## config.mk

```make
export PLATFORM = sky130hd
export DESIGN_NAME = hbd_cell
export DESIGN_NICKNAME = d
export VERILOG_FILES = /design/src/rtl/huffman_bit_decoder_unit_assert.svh /design/src/rtl/hbd_pkg.sv /design/src/rtl/hbd_cell.sv
export SDC_FILE = /design/constraint.sdc
export NUM_CORES = 1
export LEC_CHECK = 0
export ABC_AREA = 0
export BUFFER_PORTS_ARGS = -buffer_cell sky130_fd_sc_hd__buf_2
export CAP_MARGIN = 10
export CORE_ASPECT_RATIO = 1.25
export CORE_UTILIZATION = 32
export DETAILED_ROUTE_END_ITERATION = 10
export MAX_ROUTING_LAYER = met4
export PLACE_DENSITY = 0.5
export REMOVE_ABC_BUFFERS = 1
export SYNTH_ARGS = -nofsm -noshare
export SYNTH_HDL_FRONTEND = slang
export SYNTH_SLANG_ARGS = --single-unit
```

## constraint.sdc

```tcl
create_clock -name clk -period 3.2 [get_ports clk]
set_clock_uncertainty 0.1 [all_clocks]
set_input_delay 0.32 -clock clk [delete_from_list [all_inputs] [get_ports clk]]
set_output_delay 0.32 -clock clk [all_outputs]
set_load 0.01 [all_outputs]
```

## src/rtl/huffman_bit_decoder_unit_assert.svh

```systemverilog
// Assertion macros for the Huffman bit decoder
`ifndef HUFFMAN_BIT_DECODER_UNIT_ASSERT_SVH
`define HUFFMAN_BIT_DECODER_UNIT_ASSERT_SVH
`ifndef SYNTH
`define HBD_ASSERT(lbl, prop, msg) \
	lbl: assert property (@(posedge clk) disable iff (!arst_n) prop) else $error(msg);
`define HBD_NEVER(lbl, expr, msg) \
	lbl: assert property (@(posedge clk) disable iff (!arst_n) !(expr)) else $error(msg);
`else
`define HBD_ASSERT(lbl, prop, msg)
`define HBD_NEVER(lbl, expr, msg)
`endif
`endif

```

## src/rtl/hbd_pkg.sv

```systemverilog
package hbd_pkg;

	localparam int DEF_TABLE_ENTRIES = 256;
	localparam int DEF_MAX_CODE_LEN  = 32;

	localparam int SYM_W   = 8;
	localparam int ACC_W   = 32;
	localparam int LEN_W   = 6;
	localparam int CNT_W   = 20;
	localparam int IDX_W   = 8;
	localparam int CFG_W   = 9;
	localparam int PADDR_W = 3;

	localparam int NUM_CELLS = 8;
	localparam int CELL_W    = 3;
	localparam int TOK_ROW_W = IDX_W - CELL_W;

	localparam logic [CNT_W-1:0] CNT_MAX = {CNT_W{1'b1}};

	localparam logic [1:0] FUNC_LOAD = 2'd0;
	localparam logic [1:0] FUNC_BIT  = 2'd1;
	localparam logic [1:0] FUNC_END  = 2'd2;

	localparam logic [1:0] ST_DECODED  = 2'd0;
	localparam logic [1:0] ST_OVERFLOW = 2'd1;
	localparam logic [1:0] ST_END_DATA = 2'd2;
	localparam logic [1:0] ST_END_NONE = 2'd3;

	localparam logic [PADDR_W-1:0] REG_ENTRIES_IN_USE = 3'd0;

	typedef struct packed {
		logic [1:0]       func;
		logic [IDX_W-1:0] entry_index;
		logic [SYM_W-1:0] entry_symbol;
		logic [ACC_W-1:0] entry_code;
		logic [LEN_W-1:0] entry_length;
		logic             data_bit;
	} cmd_t;

	typedef struct packed {
		logic [1:0]       status;
		logic [SYM_W-1:0] symbol;
		logic [CNT_W-1:0] decoded_count;
	} result_t;

	typedef struct packed {
		logic [SYM_W-1:0] symbol;
		logic [ACC_W-1:0] code;
		logic [LEN_W-1:0] length;
	} entry_t;

	// search token passed along the cell row
	typedef struct packed {
		logic                 valid;
		logic                 last;
		logic [TOK_ROW_W-1:0] row;
		logic                 done;
		logic                 hit;
		logic [SYM_W-1:0]     sym;
	} token_t;

endpackage

```

## src/rtl/hbd_cell.sv

```systemverilog
module hbd_cell #(
	parameter int TABLE_ENTRIES = hbd_pkg::DEF_TABLE_ENTRIES,
	parameter int CELL_IDX      = 0
) (
	input  logic                        clk,
	input  logic                        arst_n,
	input  logic                        wr_en,
	input  logic [hbd_pkg::IDX_W-1:0]   wr_idx,
	input  hbd_pkg::entry_t             wr_entry,
	input  logic [hbd_pkg::ACC_W-1:0]   acc,
	input  logic [hbd_pkg::LEN_W-1:0]   acc_len,
	input  logic [hbd_pkg::CFG_W-1:0]   n_eff,
	input  hbd_pkg::token_t             tok_in,
	output hbd_pkg::token_t             tok_out
);

	localparam int ROWS  = (TABLE_ENTRIES + hbd_pkg::NUM_CELLS - 1) / hbd_pkg::NUM_CELLS;
	localparam int ROW_W = (ROWS > 1) ? $clog2(ROWS) : 1;
	localparam logic [hbd_pkg::CELL_W-1:0] MY_IDX = hbd_pkg::CELL_W'(CELL_IDX);

	hbd_pkg::entry_t mem [ROWS];
	hbd_pkg::entry_t rd_q;
	hbd_pkg::token_t tok_q;

	logic                       my_wr;
	logic [ROW_W-1:0]           wr_row;
	logic [hbd_pkg::IDX_W-1:0]  idx;
	logic                       in_range;
	logic [hbd_pkg::ACC_W-1:0]  lm;
	logic                       eq;

	assign my_wr  = wr_en && (wr_idx[hbd_pkg::CELL_W-1:0] == MY_IDX);
	assign wr_row = wr_idx[hbd_pkg::CELL_W +: ROW_W];

	always_ff @(posedge clk) begin
		if (my_wr) begin
			mem[wr_row] <= wr_entry;
		end
		rd_q <= mem[tok_in.row[ROW_W-1:0]];
	end

	always_ff @(posedge clk or negedge arst_n) begin
		if (!arst_n) begin
			tok_q <= '0;
		end else begin
			tok_q <= tok_in;
		end
	end

	assign idx      = {tok_q.row, MY_IDX};
	assign in_range = {1'b0, idx} < n_eff;
	assign lm       = (rd_q.length >= hbd_pkg::LEN_W'(hbd_pkg::ACC_W)) ? '1
			: ~({hbd_pkg::ACC_W{1'b1}} << rd_q.length);
	assign eq       = (rd_q.length != '0) && (rd_q.length == acc_len)
			&& (((rd_q.code ^ acc) & lm) == '0);

	always_comb begin
		tok_out = tok_q;
		if (tok_q.valid && !tok_q.done && in_range && eq) begin
			tok_out.done = 1'b1;
			tok_out.hit  = (rd_q.symbol != '0);
			tok_out.sym  = rd_q.symbol;
		end
	end

endmodule

```

==> results.toml <==
[run_status]
status = "complete, but fails checks"
violations = "design-rule violations, negative setup slack"

[logic_synthesis]
synth.ff_latch_count = 1535
synth_edf_count = 1472
synthTopCellsByArea = "edfxtp_1, mux4_2, dfxtp_1"
synthAdderAreaFrac = 0.00107
yosys.area_share.simple = 0.00739
synth_cell_types = 54
synth_area_mm2 = 0.0582
yosys.area_share.xor_xnor = 0.00572
synthFlopType = "edfxtp_1"
synthCells = 2346
synth_seq_area_share = 0.782
synth_top_family_by_area = "multiplexers"
synth.avg_cell_area_um2 = 24.8
synth_top_area_share = 0.759
yosys.area.top_type = "edfxtp_1"
yosys_warnings = 0
async_reset_ff_frac = 0.0111
synth_mux_area_frac = 0.189
synth_compound_area_frac = 0.00531

[grt]
grt_usage = 0.179
grt_max_degree = 78
first_global_vias = 28200
grt_pass1_wl_mm = 222
gr-total-overflow = 0
grt_antenna_before_repair = 16

[die]
fp-row-count = 174
start_util = 0.323
die_x_um = 384
die_area_mm2 = 0.184
die_y_um = 479
io_pins = 138
coreArea_mm2 = 0.180

[setup_path]
critPathBufInv = 3
critPathTopFamily = "compound AO/OA/AOI/OAI gates"
worst_ep_required_time_ns = 2.78
worstSetupPathType = "reg -> out"
start_kind = "register"
critPathSlowestCell = "or3_4"
crit_chain = "or3_4 > o31ai_4 > a31oi_4 > a2111oi_4 > buf_6 > buf_12 > nand4_4 > mux2_2 > buf_2"
arrival_ns = 3.24
cp_slowest_stage_delay_ns = 0.42
critPathCaptureType = "output pin"
worstPathMaxFanout = 8

[power]
p_sw_frac = 0.209
cellLeakagePower_nw = 21.6
power.total_w = 0.0419
power_density_mw_per_mm2 = 606
combPwrFrac = 0.055
pwr-share-seq = 0.530
vdd_drop_max_uv = 597
power_switching_w = 0.00875
cell_internal_pwr_w = 0.0332
p_clk_frac = 0.415

[cts]
cts_buffer_depth = 3
clock-sinks = 1535
clk_latency_ns = 0.79
cts.clk_slew.worst_paths_ns = 0.06
cts_tree = "built"
cts-root-buf = "clkbuf_16"
numCtsBuffers = 148
h-tree-depth = 4

[place]
io_buffer_count = 137
dpl_cell_area_mm2 = 0.0634
place.gp.congestion = 0.788
dp_hpwl_mm = 84.2

[routing]
firstDrtPassIters = 8
drc = 21
wl_mm = 159
routedWlPerCell_um = 30.4
drt_iter0_drc = 3127
via_count = 27000
ant_nets = 0
via_per_inst = 5.16

[sta]
slew_headroom = 0.448
fin_crit_ns = 3.66
fmax_ghz = 0.273
timing.final.crit_share = 1.14
finalHoldViolCount = 0
rsz0062_at_grt = "yes"
fin_ws_ns = -0.461
slew_violations = 0
setup_viol = 10
finalSetupTns_ns = -4.31
worst_pin_slew_ns = 0.825

[cells_and_area]
num-nets-final = 2852
design_area_mm2 = 0.0692
final_cell_mix = "edfxtp_1, mux4_2, clkbuf_16"
final_common_cell = "edfxtp_1"
drive_gt1_frac = 0.379
syn_to_final_growth_pct = 18.9

[worst_hold_path]
min_path_type = "in -> reg"

[job]
drv_cap = 0
metrics by stage:
stage | hold WS (ns) | setup WS [ns] | utilization | std cells
floorplan | -0.0756 | -0.413 | - | 2223
global placement | 0.143 | 0.171 | 0.352 | 4873
detailed placement | 0.157 | 0.107 | 0.352 | 4873
CTS | 0.000397 | -0.454 | 0.383 | 5216
global route | 0.0275 | -0.554 | 0.384 | 5232
finish | 0.0515 | -0.461 | 0.384 | 5232
worst register-to-register path: stages, from the launching register on:
cell and delay (ns):
edfxtp_1 0.37, mux4_2 0.47, mux4_2 0.49, mux2_2 0.37
repair_timing:
item,4_1_cts,5_1_grt
gates cloned,1,0
resized for setup,31,9
setup endpoints to repair,10,10
pin swaps,9,10
buffers inserted,10,7
hold endpoints to repair,1502,0
hold buffers,61,0
Yosys cell counts (5+ instances only):
master and instances:
a21oi_1 5, inv_1 6, nand2_1 8, a211oi_1 5
edfxtp_1 1472, mux4_2 460, nor4_1 5, xnor2_1 7
dfrtp_1 17, clkbuf_1 74, o21ai_0 6, mux2_2 55
nand3_1 5, buf_1 7, buf_4 7, ha_1 5
dfxtp_1 46, nor2_1 41, buf_2 34, xor2_1 31
path summary, 6_finish.rpt:
check                            start          end  slack, ns  depth (start not counted)
max                            rd_q[2]   tok_out[3]      -0.46                          9
min                         tok_in[14]     rd_q[26]       0.05                          2
max reg2reg                  mem[6][2]      rd_q[2]       1.26                          3
min reg2reg                mem[26][19]     rd_q[19]       0.80                          3
max in group asynchronous       arst_n  tok_out[12]       1.95                          3
min in group asynchronous       arst_n     tok_q[8]       0.57                          3
power groups by stage:
stage               sequential (W)  clock (W)  combinational (W)
floorplan                   0.0226          0           0.000916
global placement            0.0227          0            0.00208
detailed placement          0.0227          0            0.00213
CTS                         0.0222     0.0178            0.00229
global route                0.0222     0.0185            0.00245
finish                      0.0222     0.0174            0.00230
layer usage:
layer  global-route usage  wire length (um)
met4               0.0426              2660
met3               0.0254              8100
met5                    -                 0
met2                0.294             80400
met1                0.236             67700
state kept, by name, indices dropped and copies added, names as in the netlist:
name     cells
mem       1472
rd_q        46
tok_out      7
tok_q       10
kinds of logic after synthesis:
logic type,count (synthesis)
buffers and inverters,129
and+or+nand+nor,82
adders and majority gates,5
muxes,516
DFF,1535
xor gates and xnor gates,38
AOI/OAI and AO/OA,41
layout make-up:
class	instances	area (um^2)
clock buffers	207	4120
clock inverters	64	698
fillers	16000	111000
well taps	2376	2970
repair buffers	352	3290
flip-flops and latches	1535	45600
multi-input cells	683	12500
inverters	6	22.5
diodes	9	22.5
No activity file was read; power rests on OpenSTA's default activity.
